`src/hw/rtl/rci_pkg.sv`:
```
`timescale 1ns / 1ps
// ----------------------------------------------------------------------------
// rci_pkg
// shared types, constants, saturating helpers and the back-end program
// ----------------------------------------------------------------------------
package rci_pkg;

    localparam int FRAC_BITS_DEF = 16;
    localparam int QDEPTH        = 2;
    localparam int CFG_IDX_W     = 3;
    localparam int RF_AW         = 6;
    localparam int PROG_LEN      = 88;
    localparam int PC_W          = 7;

    localparam logic signed [63:0] SATV = 64'sh3FFF_FFFF_FFFF_FFFF;
    localparam logic        [62:0] SATU = 63'h3FFF_FFFF_FFFF_FFFF;

    // configuration register indexes
    localparam logic [CFG_IDX_W-1:0] CFG_CENTER_X = 3'd0;
    localparam logic [CFG_IDX_W-1:0] CFG_CENTER_Y = 3'd1;
    localparam logic [CFG_IDX_W-1:0] CFG_CENTER_Z = 3'd2;
    localparam logic [CFG_IDX_W-1:0] CFG_HEIGHT   = 3'd3;
    localparam logic [CFG_IDX_W-1:0] CFG_RADIUS   = 3'd4;

    // load sources
    localparam logic [RF_AW-1:0] SRC_ZERO = 6'd0;
    localparam logic [RF_AW-1:0] SRC_OX   = 6'd1;
    localparam logic [RF_AW-1:0] SRC_OY   = 6'd2;
    localparam logic [RF_AW-1:0] SRC_OZ   = 6'd3;
    localparam logic [RF_AW-1:0] SRC_DX   = 6'd4;
    localparam logic [RF_AW-1:0] SRC_DY   = 6'd5;
    localparam logic [RF_AW-1:0] SRC_DZ   = 6'd6;
    localparam logic [RF_AW-1:0] SRC_CX   = 6'd7;
    localparam logic [RF_AW-1:0] SRC_CY   = 6'd8;
    localparam logic [RF_AW-1:0] SRC_CZ   = 6'd9;
    localparam logic [RF_AW-1:0] SRC_OFF  = 6'd10;
    localparam logic [RF_AW-1:0] SRC_RAD  = 6'd11;

    typedef struct packed {
        logic signed [31:0] origin_x;
        logic signed [31:0] origin_y;
        logic signed [31:0] origin_z;
        logic signed [31:0] dir_x;
        logic signed [31:0] dir_y;
        logic signed [31:0] dir_z;
    } rci_ray_t;

    typedef struct packed {
        logic signed [31:0] center_x;
        logic signed [31:0] center_y;
        logic signed [31:0] center_z;
        logic        [30:0] capsule_height;
        logic        [30:0] capsule_radius;
    } rci_cfg_t;

    typedef struct packed {
        logic     valid;
        rci_ray_t ray;
    } rci_head_t;

    typedef enum logic [3:0] {
        OP_LD, OP_ADD, OP_SUB, OP_MUL, OP_DIV, OP_SQRT, OP_SELP,
        OP_CLAMP, OP_PARF, OP_NZ, OP_LE, OP_GEZ, OP_DONE
    } rci_op_t;

    typedef struct packed {
        rci_op_t          op;
        logic [RF_AW-1:0] dst;
        logic [RF_AW-1:0] sa;
        logic [RF_AW-1:0] sb;
    } rci_inst_t;

    function automatic logic signed [63:0] sat65(input logic signed [64:0] s);
        logic signed [64:0] hi;
        hi = $signed({1'b0, SATV});
        if (s > hi)
            return SATV;
        else if (s < -hi)
            return -SATV;
        else
            return s[63:0];
    endfunction

    function automatic logic signed [63:0] addw(input logic signed [63:0] a,
                                               input logic signed [63:0] b);
        return sat65($signed({a[63], a}) + $signed({b[63], b}));
    endfunction

    function automatic logic signed [63:0] subw(input logic signed [63:0] a,
                                               input logic signed [63:0] b);
        return sat65($signed({a[63], a}) - $signed({b[63], b}));
    endfunction

    // operands always lie within +-SATV
    function automatic logic [62:0] magw(input logic signed [63:0] v);
        logic signed [63:0] n;
        n = -v;
        return v[63] ? n[62:0] : v[62:0];
    endfunction

    function automatic logic signed [63:0] signw(input logic [62:0] m, input logic neg);
        logic signed [63:0] p;
        p = $signed({1'b0, m});
        return neg ? -p : p;
    endfunction

    // register file map: 0 zero, 1-6 ray, 7-9 center, 10 off, 11 radius,
    // 14 pa_y, 15 axis_y, 16-18 w, 19 a, 20 b, 21 c, 22 d, 23 scratch,
    // 24 e, 25 den, 26 tc, 27 tr, 28 tr divisor, 29 cp_y, 30-32 gap,
    // 33-35 oc, 36 r2, 37 gap.gap, 38 l, 39 oc.oc, 40 delta, 41 root/dist
    localparam rci_inst_t PROG [PROG_LEN] = '{
        '{OP_LD,    6'd0,  SRC_ZERO, 6'd0},
        '{OP_LD,    6'd1,  SRC_OX,   6'd0},
        '{OP_LD,    6'd2,  SRC_OY,   6'd0},
        '{OP_LD,    6'd3,  SRC_OZ,   6'd0},
        '{OP_LD,    6'd4,  SRC_DX,   6'd0},
        '{OP_LD,    6'd5,  SRC_DY,   6'd0},
        '{OP_LD,    6'd6,  SRC_DZ,   6'd0},
        '{OP_LD,    6'd7,  SRC_CX,   6'd0},
        '{OP_LD,    6'd8,  SRC_CY,   6'd0},
        '{OP_LD,    6'd9,  SRC_CZ,   6'd0},
        '{OP_LD,    6'd10, SRC_OFF,  6'd0},
        '{OP_LD,    6'd11, SRC_RAD,  6'd0},
        '{OP_ADD,   6'd14, 6'd8,  6'd10},
        '{OP_SUB,   6'd15, 6'd8,  6'd10},
        '{OP_SUB,   6'd15, 6'd15, 6'd14},
        '{OP_SUB,   6'd16, 6'd7,  6'd1},
        '{OP_SUB,   6'd17, 6'd14, 6'd2},
        '{OP_SUB,   6'd18, 6'd9,  6'd3},
        '{OP_MUL,   6'd19, 6'd15, 6'd15},
        '{OP_MUL,   6'd20, 6'd15, 6'd5},
        '{OP_MUL,   6'd21, 6'd15, 6'd17},
        '{OP_MUL,   6'd22, 6'd4,  6'd4},
        '{OP_MUL,   6'd23, 6'd5,  6'd5},
        '{OP_ADD,   6'd22, 6'd22, 6'd23},
        '{OP_MUL,   6'd23, 6'd6,  6'd6},
        '{OP_ADD,   6'd22, 6'd22, 6'd23},
        '{OP_NZ,    6'd0,  6'd22, 6'd0},
        '{OP_MUL,   6'd24, 6'd4,  6'd16},
        '{OP_MUL,   6'd23, 6'd5,  6'd17},
        '{OP_ADD,   6'd24, 6'd24, 6'd23},
        '{OP_MUL,   6'd23, 6'd6,  6'd18},
        '{OP_ADD,   6'd24, 6'd24, 6'd23},
        '{OP_MUL,   6'd25, 6'd19, 6'd22},
        '{OP_MUL,   6'd23, 6'd20, 6'd20},
        '{OP_SUB,   6'd25, 6'd25, 6'd23},
        '{OP_PARF,  6'd0,  6'd25, 6'd0},
        '{OP_MUL,   6'd26, 6'd20, 6'd24},
        '{OP_MUL,   6'd23, 6'd21, 6'd22},
        '{OP_SUB,   6'd26, 6'd26, 6'd23},
        '{OP_MUL,   6'd27, 6'd19, 6'd24},
        '{OP_MUL,   6'd23, 6'd20, 6'd21},
        '{OP_SUB,   6'd27, 6'd27, 6'd23},
        '{OP_SUB,   6'd23, 6'd0,  6'd24},
        '{OP_SELP,  6'd27, 6'd23, 6'd27},
        '{OP_SELP,  6'd28, 6'd22, 6'd25},
        '{OP_DIV,   6'd26, 6'd26, 6'd25},
        '{OP_SELP,  6'd26, 6'd0,  6'd26},
        '{OP_DIV,   6'd27, 6'd27, 6'd28},
        '{OP_CLAMP, 6'd26, 6'd26, 6'd0},
        '{OP_MUL,   6'd29, 6'd26, 6'd15},
        '{OP_ADD,   6'd29, 6'd14, 6'd29},
        '{OP_MUL,   6'd30, 6'd27, 6'd4},
        '{OP_ADD,   6'd30, 6'd1,  6'd30},
        '{OP_SUB,   6'd30, 6'd30, 6'd7},
        '{OP_MUL,   6'd31, 6'd27, 6'd5},
        '{OP_ADD,   6'd31, 6'd2,  6'd31},
        '{OP_SUB,   6'd31, 6'd31, 6'd29},
        '{OP_MUL,   6'd32, 6'd27, 6'd6},
        '{OP_ADD,   6'd32, 6'd3,  6'd32},
        '{OP_SUB,   6'd32, 6'd32, 6'd9},
        '{OP_SUB,   6'd33, 6'd1,  6'd7},
        '{OP_SUB,   6'd34, 6'd2,  6'd29},
        '{OP_SUB,   6'd35, 6'd3,  6'd9},
        '{OP_MUL,   6'd36, 6'd11, 6'd11},
        '{OP_MUL,   6'd37, 6'd30, 6'd30},
        '{OP_MUL,   6'd23, 6'd31, 6'd31},
        '{OP_ADD,   6'd37, 6'd37, 6'd23},
        '{OP_MUL,   6'd23, 6'd32, 6'd32},
        '{OP_ADD,   6'd37, 6'd37, 6'd23},
        '{OP_LE,    6'd0,  6'd37, 6'd36},
        '{OP_MUL,   6'd38, 6'd4,  6'd33},
        '{OP_MUL,   6'd23, 6'd5,  6'd34},
        '{OP_ADD,   6'd38, 6'd38, 6'd23},
        '{OP_MUL,   6'd23, 6'd6,  6'd35},
        '{OP_ADD,   6'd38, 6'd38, 6'd23},
        '{OP_MUL,   6'd39, 6'd33, 6'd33},
        '{OP_MUL,   6'd23, 6'd34, 6'd34},
        '{OP_ADD,   6'd39, 6'd39, 6'd23},
        '{OP_MUL,   6'd23, 6'd35, 6'd35},
        '{OP_ADD,   6'd39, 6'd39, 6'd23},
        '{OP_MUL,   6'd40, 6'd38, 6'd38},
        '{OP_SUB,   6'd40, 6'd40, 6'd39},
        '{OP_ADD,   6'd40, 6'd40, 6'd36},
        '{OP_GEZ,   6'd0,  6'd40, 6'd0},
        '{OP_SQRT,  6'd41, 6'd40, 6'd0},
        '{OP_SUB,   6'd23, 6'd0,  6'd38},
        '{OP_SUB,   6'd41, 6'd23, 6'd41},
        '{OP_DONE,  6'd0,  6'd41, 6'd0}
    };

endpackage

```
`src/hw/rtl/rci_front.sv`:
```
`timescale 1ns / 1ps
// ----------------------------------------------------------------------------
// rci_front
// configuration registers and the ray queue feeding the back end
// ----------------------------------------------------------------------------
module rci_front (
    input  logic                             clk,
    input  logic                             rst_n,
    input  logic                             cfg_we,
    input  logic [rci_pkg::CFG_IDX_W-1:0]    cfg_index,
    input  logic [31:0]                      cfg_data,
    input  logic                             start,
    output logic                             busy,
    input  rci_pkg::rci_ray_t                ray,
    output rci_pkg::rci_cfg_t                cfg,
    output rci_pkg::rci_head_t               head,
    input  logic                             pop
);

    localparam int PW = $clog2(rci_pkg::QDEPTH);

    rci_pkg::rci_cfg_t  cfg_reg;
    rci_pkg::rci_ray_t  q_reg [rci_pkg::QDEPTH];
    logic [PW-1:0]      wr_ptr_reg;
    logic [PW-1:0]      rd_ptr_reg;
    logic [PW:0]        count_reg;
    logic               push;

    assign busy = (count_reg == (PW+1)'(rci_pkg::QDEPTH));
    assign push = start && !busy;
    assign cfg  = cfg_reg;
    assign head = '{valid: (count_reg != '0), ray: q_reg[rd_ptr_reg]};

    always_ff @(posedge clk or negedge rst_n)
    begin
        if (!rst_n)
        begin
            cfg_reg.center_x       <= '0;
            cfg_reg.center_y       <= '0;
            cfg_reg.center_z       <= '0;
            cfg_reg.capsule_height <= 31'd131072;
            cfg_reg.capsule_radius <= 31'd32768;
        end
        else if (cfg_we)
        begin
            case (cfg_index)
                rci_pkg::CFG_CENTER_X: cfg_reg.center_x       <= cfg_data;
                rci_pkg::CFG_CENTER_Y: cfg_reg.center_y       <= cfg_data;
                rci_pkg::CFG_CENTER_Z: cfg_reg.center_z       <= cfg_data;
                rci_pkg::CFG_HEIGHT:   cfg_reg.capsule_height <= cfg_data[30:0];
                rci_pkg::CFG_RADIUS:   cfg_reg.capsule_radius <= cfg_data[30:0];
                default: ;
            endcase
        end
    end

    always_ff @(posedge clk or negedge rst_n)
    begin
        if (!rst_n)
        begin
            wr_ptr_reg <= '0;
            rd_ptr_reg <= '0;
            count_reg  <= '0;
        end
        else
        begin
            if (push)
                wr_ptr_reg <= wr_ptr_reg + 1'b1;
            if (pop)
                rd_ptr_reg <= rd_ptr_reg + 1'b1;
            if (push && !pop)
                count_reg <= count_reg + 1'b1;
            else if (pop && !push)
                count_reg <= count_reg - 1'b1;
        end
    end

    always_ff @(posedge clk)
    begin
        if (push)
            q_reg[wr_ptr_reg] <= ray;
    end

endmodule

```
`config.mk`:
```
export PLATFORM = sky130hd
export DESIGN_NAME = rci_front
export DESIGN_NICKNAME = d
export VERILOG_FILES = /design/src/hw/rtl/rci_pkg.sv /design/src/hw/rtl/rci_front.sv
export SDC_FILE = /design/constraint.sdc
export NUM_CORES = 1
export LEC_CHECK = 0
export BUFFER_PORTS_ARGS = -buffer_cell sky130_fd_sc_hd__buf_2
export CORE_MARGIN = 5
export CORE_UTILIZATION = 35
export DETAILED_ROUTE_END_ITERATION = 8
export GPL_ROUTABILITY_DRIVEN = 1
export PLACE_DENSITY = 0.66
export SYNTH_ARGS = -nofsm -noshare
export SYNTH_HDL_FRONTEND = slang
export SYNTH_SLANG_ARGS = --single-unit
```
`constraint.sdc`:
```
create_clock -name clk -period 14.85 [get_ports clk]
set_input_delay 2.2275 -clock clk [delete_from_list [all_inputs] [get_ports clk]]
set_output_delay 2.2275 -clock clk [all_outputs]
set_load 0.02 [all_outputs]
```
* Word level (Yosys, flattened, before mapping)
Memory sizes are Yosys's and may differ from the RTL's.
Index checks and enable logic that the tools add are counted.
** Cells by class
- $add $sub $neg :: 4
- Equal/unequal tests :: 5
- Reductions and logical operators :: 14
- Muxes and demuxes :: 4
** Operators by type and width (number)
- $reduce_and 2->1 :: 5
- $eq 3x2->1 const B :: 2
- $mux 2 :: 2
- $reduce_bool 2->1 :: 2
- $eq 3x1->1 const B :: 1
- $eq 3x3->1 const B :: 1
- $logic_and 1x1->1 :: 3
- $logic_not 1->1 :: 3
- $logic_not 3->1 :: 1
- $add 1x1->1 const B :: 2
- $add 2x1->2 const B :: 1
- $eq 2x2->1 const B :: 1
- $mux 1 :: 2
- $sub 2x1->2 const B :: 1
** Word-level totals
- Output and inout bits :: 352
- Flip-flop bits (word level) :: 162
- Logic and storage cells :: 36
- Memories :: 1
- Memory bits (writable) :: 384
** Memory list
- q_reg :: depth 2, bits a word 192, read ports 1, clocked after memory_dff 0, write ports 1, RTL line rci_front.sv:23 : rci_pkg::rci_ray_t q_reg [rci_pkg::QDEPTH];

* Depth between registers and ports, before layout
Gate-level depths: netlist of run 1.
- Depth in word-level cells :: 7
- Depth in mapped cells :: 7
- Depth with buffers taken out :: 7

* Worst setup path before layout of run 1
OpenSTA, ideal clock, no wires.
- Path kind :: input -> register
- Start point :: in start
- End point :: mem q_reg[0][0] (netlist bit), enable pin
- Setup time :: 747 ps
- Data required time :: 14103 ps
- Path buffers :: 0
- Setup slack :: 3825 ps
- Cell stages on the path :: 2
- Data arrival time :: 10278 ps
- Cell sequence :: nand2_1 -> nor2_1
** On the way
- Cells in the longest elaborated chain, start to end :: 3
** Ends and longest elaborated chain
- from (decl) :: RTL line rci_front.sv:12 : input logic start,
- $logic_and 1x1->1 :: RTL line rci_front.sv:30 : assign push = start && !busy;
- $mux 1 :: RTL line rci_front.sv:80 : if (push)
- $mux 1 (implied by the code) :: RTL line rci_front.sv:81 : q_reg[wr_ptr_reg] <= ray;
- to (decl) :: RTL line rci_front.sv:23
Every way passes these cells.

==> results of run 1 <==
## cell usage after synthesis (all sizes together)
library cell	number
clkbuf	2
nand2	2
dfstp	2
ha	1
nor4bb	2
or2	1
xor2	3
nor2	2
nor4b	1
nand2b	1
buf	36
inv	3
edfxtp	384
xnor2	2
mux2	350
and3	1
nor3	1
dfrtp	160
nand4b	1
## area by class of cell
class                   count  area (um^2)
diodes                      8         20.0
clock buffers              74         1470
clock inverters            22          201
fillers                  5023        31000
inverters                   3         11.3
multi-input cells         368         4140
flip-flops and latches    546        15600
well taps                 756          946
repair buffers            596         3020
## kinds of logic after synthesis
logic type	Yosys count
flip-flops	546
multiplexers	350
buffers and inverters	41
AND/OR/NAND/NOR	12
XOR/XNOR	5
adder cells (fa/ha/maj)	1
## power by group through the flow
stage | clock [W] | sequential, W | combinational, W
after floorplan | 0 | 0.00232 | 0.000906
after global placement | 0 | 0.00220 | 0.00152
after detailed placement | 0 | 0.00221 | 0.00154
after CTS | 0.00133 | 0.00218 | 0.00154
after global routing | 0.00140 | 0.00221 | 0.00162
final | 0.00129 | 0.00218 | 0.00152
## metrics by stage
step | instance area, um^2 | cells | utilization
final | 25400 | 2373 | 0.450
after global routing | 25400 | 2370 | 0.450
after CTS | 25400 | 2365 | 0.450
after detailed placement | 23700 | 2269 | 0.421
after global placement | 23700 | 2269 | 0.421
after floorplan | 19900 | 955 | -
## worst paths after layout
| path | cells past startpoint | endpoint | slack [ps] | from |
|---|---|---|---|---|
| max in group asynchronous | 2 | cfg[52]$_DFFE_PN0P_ | 11640 | rst_n |
| min in group asynchronous | 1 | cfg[0]$_DFFE_PN0P_ | 1700 | rst_n |
| max | 3 | head[189] | 9570 | rd_ptr_reg$_DFFE_PN0P_ |
| min | 1 | cfg[110]$_DFFE_PN0P_ | 480 | cfg[110]$_DFFE_PN0P_ |
| min reg2reg | 1 | cfg[110]$_DFFE_PN0P_ | 480 | cfg[110]$_DFFE_PN0P_ |
| max reg2reg | 5 | q_reg[0][179]$_DFFE_PP_ | 12090 | count_reg[0]$_DFFE_PN0P_ |
## routing by layer
layer | share of wire | vias to the layer above | GRT usage
li1 | - | 4897 | -
met3 | 0.088 | 86 | 0.0553
met1 | 0.39 | 5705 | 0.191
met4 | 0.020 | 6 | 0.0408
met2 | 0.50 | 499 | 0.276
met5 | 0.00097 | - | 0
==> reports/qor.txt, run 1 <==
======================================================================================
Classification of the worst setup path                                    register to output port
Worst setup timing slack at the placement stage                               10130 ps
Routed via count                                                                 11.2k
Port-buffer cells                                                                  583
Largest fanout on the critical path                                                 82
Wirelength per Cell                                                            21.6 um
Register area share after synthesis                                              0.782
Netlist area before placement                                               19900 um^2
Endpoint arrival time on the critical path                                     3050 ps
Proportion of synthesized area in mux cells                                      0.198
Num rows                                                                            87
Outcome                                                                      completed
Dominant cells by area after synthesis                                    sky130_fd_sc_hd__edfxtp_1, sky130_fd_sc_hd__dfrtp_1, sky130_fd_sc_hd__mux2_2
Power Dens Cells                                                           196 nW/um^2
Slew at the pin closest to its max-slew limit                                  1030 ps
Cell-internal power                                                          0.00333 W
Combined buffer and inverter count along the critical path                           2
Share of post-route cells with drive strength above 1                            0.631
Setup violators final                                                                0
Area fraction in and, or, nand and nor cells after synthesis                   0.00483
PostCTS Resize Cnt                                                                   0
Fraction of power spent switching nets                                           0.331
Number of routed nets with antenna violations                                        0
Achievable frequency                                                           189 MHz
# IOs                                                                              584
Fraction of the cycle the final worst path needs                                 0.355
First-pass iteration count of the detailed router                                    4
Unrepaired setup endpoints after global routing                                  false
Part of the total power dissipated in sequential elements                        0.437
Vias per cell                                                                     4.72
Setup tns final                                                                   0 ps
Largest incremental delay on the critical path                                  900 ps
Number of flip-flops under the largest register name                               384
Num CTS Buffers                                                                     54
Number of levels in the clock H-tree                                                 2
Global routing usage summed across all routing layers                            0.159
Number of sinks driven by the clock tree                                           546
Gate Count Post-Synth                                                              955
First-iteration detailed-routing DRC count                                         454
Power spent charging and discharging nets                                    0.00165 W
Die extent in x                                                                 249 um
Critical path startpoint category                                             register
Clock Power Share                                                                0.259
Synthesized area divided by synthesized cell count                           20.9 um^2
Post-synth top area share                                                        0.579
Max Transition Viols Final                                                           0
Count of unique library cells instantiated by Yosys                                 23
Critical-path cell list                                                   buf_4, mux2_2, buf_2
Weighted congestion reported at the end of routability-driven placement          0.914
Area grow syn2layout                                                             27.5%
Fin. Hold Viols                                                                      0
XOR/XNOR share of the synthesized area                                         0.00220
Crit end category                                                          output port
Largest vdd supply drop                                                       0.115 mV
Most frequent standard cell in the layout excluding fill and tap cells    sky130_fd_sc_hd__buf_2
CP required                                                                   12620 ps
Total of max-cap violations                                                          0
WL final                                                                      51400 um
Critical Path Slowest Stage Cell                                          sky130_fd_sc_hd__dfrtp_4
Vias in the first global route                                                   12.1k
Synth Area in Adders                                                          0.000628
First-pass GRT wire length                                                    77000 um
Post-CTS Hold Fix Bufs                                                               0
Hold/Removal Path Class                                                   register to register
Highest-count cells in the layout ignoring fill and taps                  sky130_fd_sc_hd__buf_2, sky130_fd_sc_hd__edfxtp_1, sky130_fd_sc_hd__mux2_2
Pleak                                                                          10.2 nW
Clock tree root driver cell                                               sky130_fd_sc_hd__clkbuf_16
DRC violation count after routing                                                    0
Vert. Die Dim                                                                   249 um
Clock-pin slew on the worst setup and hold paths                                 60 ps
Worst Hold Margin                                                               481 ps
Largest net degree at the start of global routing                                   88
Cell taking the most area after synthesis                                 sky130_fd_sc_hd__edfxtp_1
Dominant delay contributor by cell family on the critical path            buffers and inverters
HPWL after DPL                                                                36700 um
Clock tree buffer depth                                                              3
Area fraction in compound gates after synthesis                                      0
Total power of the final layout                                              0.00498 W
Time the worst path needs with I/O delays and setup                            5280 ps
Die footprint                                                               61800 um^2
Initial standard-cell utilization of the core                                    0.353
Residual overflow from global routing                                                0
Setup Fix Bufs, Post-CTS                                                             0
Placeable core region                                                       56400 um^2
Setup slack of the critical path after layout                                  9570 ps
TritonCTS clock tree                                                               yes
Gate power share                                                                 0.305
Worst slew margin                                                                0.315
Yosys Warn Count                                                                     0
Worst-skew pair later-pin latency                                               600 ps
Number of antenna violations at the first check in global routing                   13
Final #Nets                                                                       1802
Syn Nets                                                                          1188
Synthesized flop and latch total                                                   546
Main combinational cell family by area after synthesis                    multiplexers
Clock skew after layout                                                        19.1 ps
======================================================================================
Power figures use the tool's default switching activity.
==> inputs of run 2 (changes only) <==
==> constraint.sdc (replaced) <==
create_clock -name clk -period 4.87 [get_ports clk]
set_input_delay 0.7305 -clock clk [delete_from_list [all_inputs] [get_ports clk]]
set_output_delay 0.7305 -clock clk [all_outputs]
set_load 0.02 [all_outputs]
==> reports/qor.txt, run 2 (synthesized netlist as in run 1, its figures left out) <==
======================================================================================
Number of levels in the clock H-tree                                                 2
Die footprint                                                               61800 um^2
Setup violators final                                                                0
Vias in the first global route                                                   12.1k
Die extent in x                                                                 249 um
Gate power share                                                                 0.310
Highest-count cells in the layout ignoring fill and taps                  sky130_fd_sc_hd__buf_2, sky130_fd_sc_hd__edfxtp_1, sky130_fd_sc_hd__mux2_2
Worst reg-to-reg path cell count                                                     4
Setup Fix Bufs, Post-CTS                                                             0
Fin. Hold Viols                                                                      0
PostCTS Resize Cnt                                                                   0
CP required                                                                    4140 ps
Number of sinks driven by the clock tree                                           546
Port-buffer cells                                                                  583
Largest fanout on the critical path                                                 39
Largest vdd supply drop                                                       0.380 mV
Clock tree root driver cell                                               sky130_fd_sc_hd__clkbuf_16
Worst R2R Start                                                           count_reg[0]$_DFFE_PN0P_
Final #Nets                                                                       1811
Setup tns final                                                                   0 ps
Vert. Die Dim                                                                   249 um
Clock Power Share                                                                0.270
Largest net degree at the start of global routing                                  105
Capture point of the worst reg-to-reg path                                q_reg[0][24]$_DFFE_PP_
Part of the total power dissipated in sequential elements                        0.420
Crit end category                                                          output port
Critical path startpoint category                                             register
Total power of the final layout                                               0.0156 W
Number of routed nets with antenna violations                                        0
Register-to-register setup slack                                               2420 ps
Placeable core region                                                       56400 um^2
Max Transition Viols Final                                                           0
Area grow syn2layout                                                             28.7%
HPWL after DPL                                                                35400 um
Slew at the pin closest to its max-slew limit                                  1010 ps
Global routing usage summed across all routing layers                            0.155
Most frequent standard cell in the layout excluding fill and tap cells    sky130_fd_sc_hd__buf_2
TritonCTS clock tree                                                               yes
Clock skew after layout                                                        7.54 ps
# IOs                                                                              584
Crit path capture                                                            head[174]
Cell-internal power                                                           0.0104 W
Post-CTS Hold Fix Bufs                                                               0
Num rows                                                                            87
Residual overflow from global routing                                                0
Endpoint arrival time on the critical path                                     2600 ps
Num CTS Buffers                                                                     57
Worst setup path startpoint                                               rd_ptr_reg$_DFFE_PN0P_
Number of antenna violations at the first check in global routing                   12
Outcome                                                                      completed
Share of post-route cells with drive strength above 1                            0.636
Total of max-cap violations                                                          0
Clock-pin slew on the worst setup and hold paths                                 60 ps
Number of fill cells                                                              5012
Number of flip-flops under the largest register name                               384
Time the worst path needs with I/O delays and setup                            3330 ps
Power spent charging and discharging nets                                    0.00516 W
First-iteration detailed-routing DRC count                                         542
Hold/Removal Path Class                                                   input port to asynchronous set/reset pin
Achievable frequency                                                           300 MHz
Vias per cell                                                                     4.64
Power Dens Cells                                                           606 nW/um^2
Fraction of the cycle the final worst path needs                                 0.684
Worst Hold Margin                                                               209 ps
Unrepaired setup endpoints after global routing                                  false
First-pass GRT wire length                                                    74700 um
Routed via count                                                                 11.1k
Wirelength per Cell                                                            21.0 um
Area of the multi-input gates                                                4140 um^2
Fraction of power spent switching nets                                           0.332
Worst slew margin                                                                0.321
First-pass iteration count of the detailed router                                    4
Initial standard-cell utilization of the core                                    0.353
WL final                                                                      50100 um
Flip-flop and latch area                                                    15600 um^2
Pleak                                                                          10.3 nW
Clock tree buffer depth                                                              3
Weighted congestion reported at the end of routability-driven placement          0.818
DRC violation count after routing                                                    0
Worst-skew pair later-pin latency                                               590 ps
Classification of the worst setup path                                    register to output port
======================================================================================
-- run 2: cell types whose count changed in the layout (fill, tap and decap cells not counted), sizes merged --
cell,previous run,this run
clkinvlp,1,3
clkinv,16,26
buf,596,602
clkbuf,74,72
bufinv,2,3
-- run 2: power groups by stage --
| stage | Clock (W) | Combinational (W) | Sequential, W |
|---|---|---|---|
| finish | 0.00420 | 0.00483 | 0.00653 |
| global route | 0.00456 | 0.00511 | 0.00663 |
| CTS | 0.00432 | 0.00493 | 0.00654 |
| detailed placement | 0 | 0.00491 | 0.00662 |
| global placement | 0 | 0.00488 | 0.00657 |
| floorplan | 0 | 0.00277 | 0.00693 |
-- run 2: worst min-delay path by stage --
stage	start	end	slack [ps]	cells past startpoint
3_5_place_dp	cfg[107]$_DFFE_PN0P_	cfg[107]$_DFFE_PN0P_	470	1
6_report	rst_n	cfg[5]$_DFFE_PN0P_	210	1
4_1_cts	rst_n	cfg[2]$_DFFE_PN0P_	220	1
3_3_place_gp	cfg[107]$_DFFE_PN0P_	cfg[107]$_DFFE_PN0P_	460	1
5_1_grt	rst_n	cfg[2]$_DFFE_PN0P_	260	1
2_1_floorplan	rst_n	cfg[0]$_DFFE_PN0P_	430	0
-- run 2: per-layer routing --
metal | part of all wire | vias up | track usage
met5 | 0.00060 | - | 0
met4 | 0.022 | 4 | 0.0429
met3 | 0.085 | 84 | 0.0533
met2 | 0.50 | 476 | 0.268
met1 | 0.39 | 5580 | 0.185
li1 | - | 4956 | -
-- run 2: critical path, cell delays in order (launching register included) --
cell,delay (ps)
sky130_fd_sc_hd__dfrtp_4,770
sky130_fd_sc_hd__buf_4,590
sky130_fd_sc_hd__mux2_2,410
sky130_fd_sc_hd__buf_2,160
-- run 2: layout make-up --
| type | count | share of cell area |
|---|---|---|
| antenna | 8 | 0.000780 |
| clock buffer | 72 | 0.0607 |
| clock inverter | 35 | 0.0111 |
| inverter | 3 | 0.000439 |
| multi-input combinational | 368 | 0.161 |
| sequential | 546 | 0.608 |
| tap | 756 | 0.0369 |
| timing repair buffer | 602 | 0.121 |
-- run 2: stage by stage --
step | cells | utilization | cell area [um^2] | setup slack, ps
2_1_floorplan | 955 | - | 19900 | 748
3_3_place_gp | 2275 | 0.422 | 23800 | 2120
3_5_place_dp | 2275 | 0.422 | 23800 | 2100
4_1_cts | 2382 | 0.455 | 25600 | 1440
5_1_grt | 2389 | 0.455 | 25700 | 1380
6_report | 2390 | 0.455 | 25700 | 1540
==> inputs of run 3 (changes only) <==
--- a/config.mk
+++ b/config.mk
@@ -10,7 +10,7 @@
 export CORE_UTILIZATION = 35
 export DETAILED_ROUTE_END_ITERATION = 8
 export GPL_ROUTABILITY_DRIVEN = 1
-export PLACE_DENSITY = 0.66
+export PLACE_DENSITY = 0.68
 export SYNTH_ARGS = -nofsm -noshare
 export SYNTH_HDL_FRONTEND = slang
 export SYNTH_SLANG_ARGS = --single-unit
==> constraint.sdc (replaced) <==
create_clock -name clk -period 2.8 [get_ports clk]
set_input_delay 0.42 -clock clk [delete_from_list [all_inputs] [get_ports clk]]
set_output_delay 0.42 -clock clk [all_outputs]
set_load 0.02 [all_outputs]
==> reports/qor.txt, run 3 (synthesized netlist as in run 1, its figures left out) <==
======================================================================================
Global routing usage summed across all routing layers                            0.169
Outcome                                                                      completed
Num CTS Buffers                                                                     55
Hold/Removal Path Class                                                   input port to register
Path length in cells of the critical path                                            3
Number of sinks driven by the clock tree                                           546
Fin. Hold Viols                                                                      0
Crit path capture                                                             head[89]
Placeable core region                                                       56400 um^2
Time the worst path needs with I/O delays and setup                            2670 ps
First-pass iteration count of the detailed router                                    4
Unrepaired setup endpoints after global routing                                  false
Final #Nets                                                                       2005
Pleak                                                                          11.2 nW
Clock tree root driver cell                                               sky130_fd_sc_hd__clkbuf_16
Residual overflow from global routing                                                0
Total power of the final layout                                               0.0276 W
DRC violation count after routing                                                    0
Area grow syn2layout                                                             38.6%
Capture point of the worst reg-to-reg path                                q_reg[0][121]$_DFFE_PP_
Vert. Die Dim                                                                   249 um
Highest-count cells in the layout ignoring fill and taps                  sky130_fd_sc_hd__buf_2, sky130_fd_sc_hd__edfxtp_1, sky130_fd_sc_hd__mux2_2
Share of post-route cells with drive strength above 1                            0.579
Number of routed nets with antenna violations                                        0
Worst slew margin                                                                0.540
Slew at the pin closest to its max-slew limit                                   690 ps
Clock-pin slew on the worst setup and hold paths                                 60 ps
First-pass GRT wire length                                                    82500 um
Classification of the worst setup path                                    register to output port
Vias per cell                                                                     4.67
Wirelength per Cell                                                            21.2 um
Vias in the first global route                                                   13.2k
Clock tree buffer depth                                                              3
Post-placement cell area                                                    24000 um^2
Achievable frequency                                                           374 MHz
Num rows                                                                            87
Number of levels in the clock H-tree                                                 2
Dominant delay contributor by cell family on the critical path              flip-flops
# IOs                                                                              584
Die extent in x                                                                 249 um
Total of max-cap violations                                                          0
TritonCTS clock tree                                                               yes
Die footprint                                                               61800 um^2
WL final                                                                      54600 um
Weighted congestion reported at the end of routability-driven placement          0.838
Worst reg-to-reg path cell count                                                     4
Most frequent standard cell in the layout excluding fill and tap cells    sky130_fd_sc_hd__buf_2
Register-to-register setup slack                                                940 ps
Crit end category                                                          output port
Setup slack of the critical path after layout                                   128 ps
Critical path startpoint category                                             register
Largest incremental delay on the critical path                                  690 ps
Worst R2R Start                                                           count_reg[0]$_DFFE_PN0P_
Largest vdd supply drop                                                       0.631 mV
Number of fill cells                                                              4704
Final instance area                                                         27600 um^2
Power Dens Cells                                                          1000 nW/um^2
Endpoint arrival time on the critical path                                     2250 ps
Critical-path cell list                                                   buf_4, mux2_2, buf_2
CP required                                                                    2380 ps
Number of flip-flops under the largest register name                               384
First-iteration detailed-routing DRC count                                         636
Setup violators final                                                                0
Initial standard-cell utilization of the core                                    0.353
Number of instances on the worst hold path                                           1
Port-buffer cells                                                                  583
Largest net degree at the start of global routing                                  100
Fraction of the cycle the final worst path needs                                 0.954
Worst-skew pair later-pin latency                                               590 ps
PostCTS Resize Cnt                                                                   0
Worst setup path startpoint                                               rd_ptr_reg$_DFFE_PN0P_
Largest fanout on the critical path                                                 24
Combined buffer and inverter count along the critical path                           2
Number of antenna violations at the first check in global routing                    2
Critical Path Slowest Stage Cell                                          sky130_fd_sc_hd__dfrtp_4
Max Transition Viols Final                                                           0
HPWL after DPL                                                                37800 um
Routed via count                                                                 12.0k
Worst setup timing slack at the placement stage                                 556 ps
Clock skew after layout                                                        9.83 ps
======================================================================================
[run 3: cell types whose count changed in the layout (fill, tap and decap cells not counted), sizes merged]
cell         delta
dlygate4sd3   +178
clkbuf          +2
bufinv          +1
buf            +18
clkinvlp        -2
inv             +1
diode           -7
clkinv          -7
[run 3: worst min-delay path by stage]
stage | startpoint | endpoint | slack, ps
CTS | ray[126] | q_reg[0][126]$_DFFE_PP_ | 0.8
finish | ray[7] | q_reg[1][7]$_DFFE_PP_ | 40
floorplan | rst_n | cfg[0]$_DFFE_PN0P_ | 120
detailed placement | rst_n | cfg[65]$_DFFE_PN0P_ | 420
global placement | rst_n | cfg[101]$_DFFE_PN0P_ | 420
global route | ray[9] | q_reg[1][9]$_DFFE_PP_ | 10
[run 3: stage by stage]
stage	hold slack (ps)	instances	TNS [ps]	utilization
final	43.5	2574	0	0.490
after global routing	10.9	2574	0	0.490
after CTS	0.764	2573	0	0.490
after detailed placement	423	2292	0	0.426
after global placement	424	2292	0	0.426
after floorplan	124	955	-308800	-
[run 3: repair_timing]
item,CTS,global route
hold endpoints to repair,409,0
hold buffers,178,0
setup endpoints to repair,123,0
setup buffers,1,0
[run 3: layer usage]
metal | part of all wire | global-route usage | vias up
met2 | 0.50 | 0.292 | 532
met4 | 0.025 | 0.0464 | 0
met3 | 0.086 | 0.0550 | 96
met5 | 0 | 0 | -
li1 | - | - | 5319
met1 | 0.39 | 0.206 | 6081
[run 3: report_power, final]
| group | switching [W] | total [W] | internal (W) |
|---|---|---|---|
| Sequential | 0.000668 | 0.0114 | 0.0107 |
| Combinational | 0.00543 | 0.00893 | 0.00350 |
| Clock | 0.00305 | 0.00728 | 0.00424 |
[run 3: cell type report]
class | instances | area [um^2] | area share
flip-flops and latches | 546 | 15600 | 0.564
repair buffers | 798 | 5110 | 0.185
multi-input cells | 368 | 4160 | 0.151
clock buffers | 74 | 1540 | 0.0558
well taps | 756 | 946 | 0.0342
clock inverters | 28 | 262 | 0.00947
inverters | 3 | 11.3 | 0.000408
diodes | 1 | 2.50 | 0.0000906
[run 3: worst reg2reg max path, delay by kind of cell, from the launching register on]
kind	cells	cell delay [ps]
and+or+nand+nor	3	490
buffers and inverters	1	390
DFF	1	420
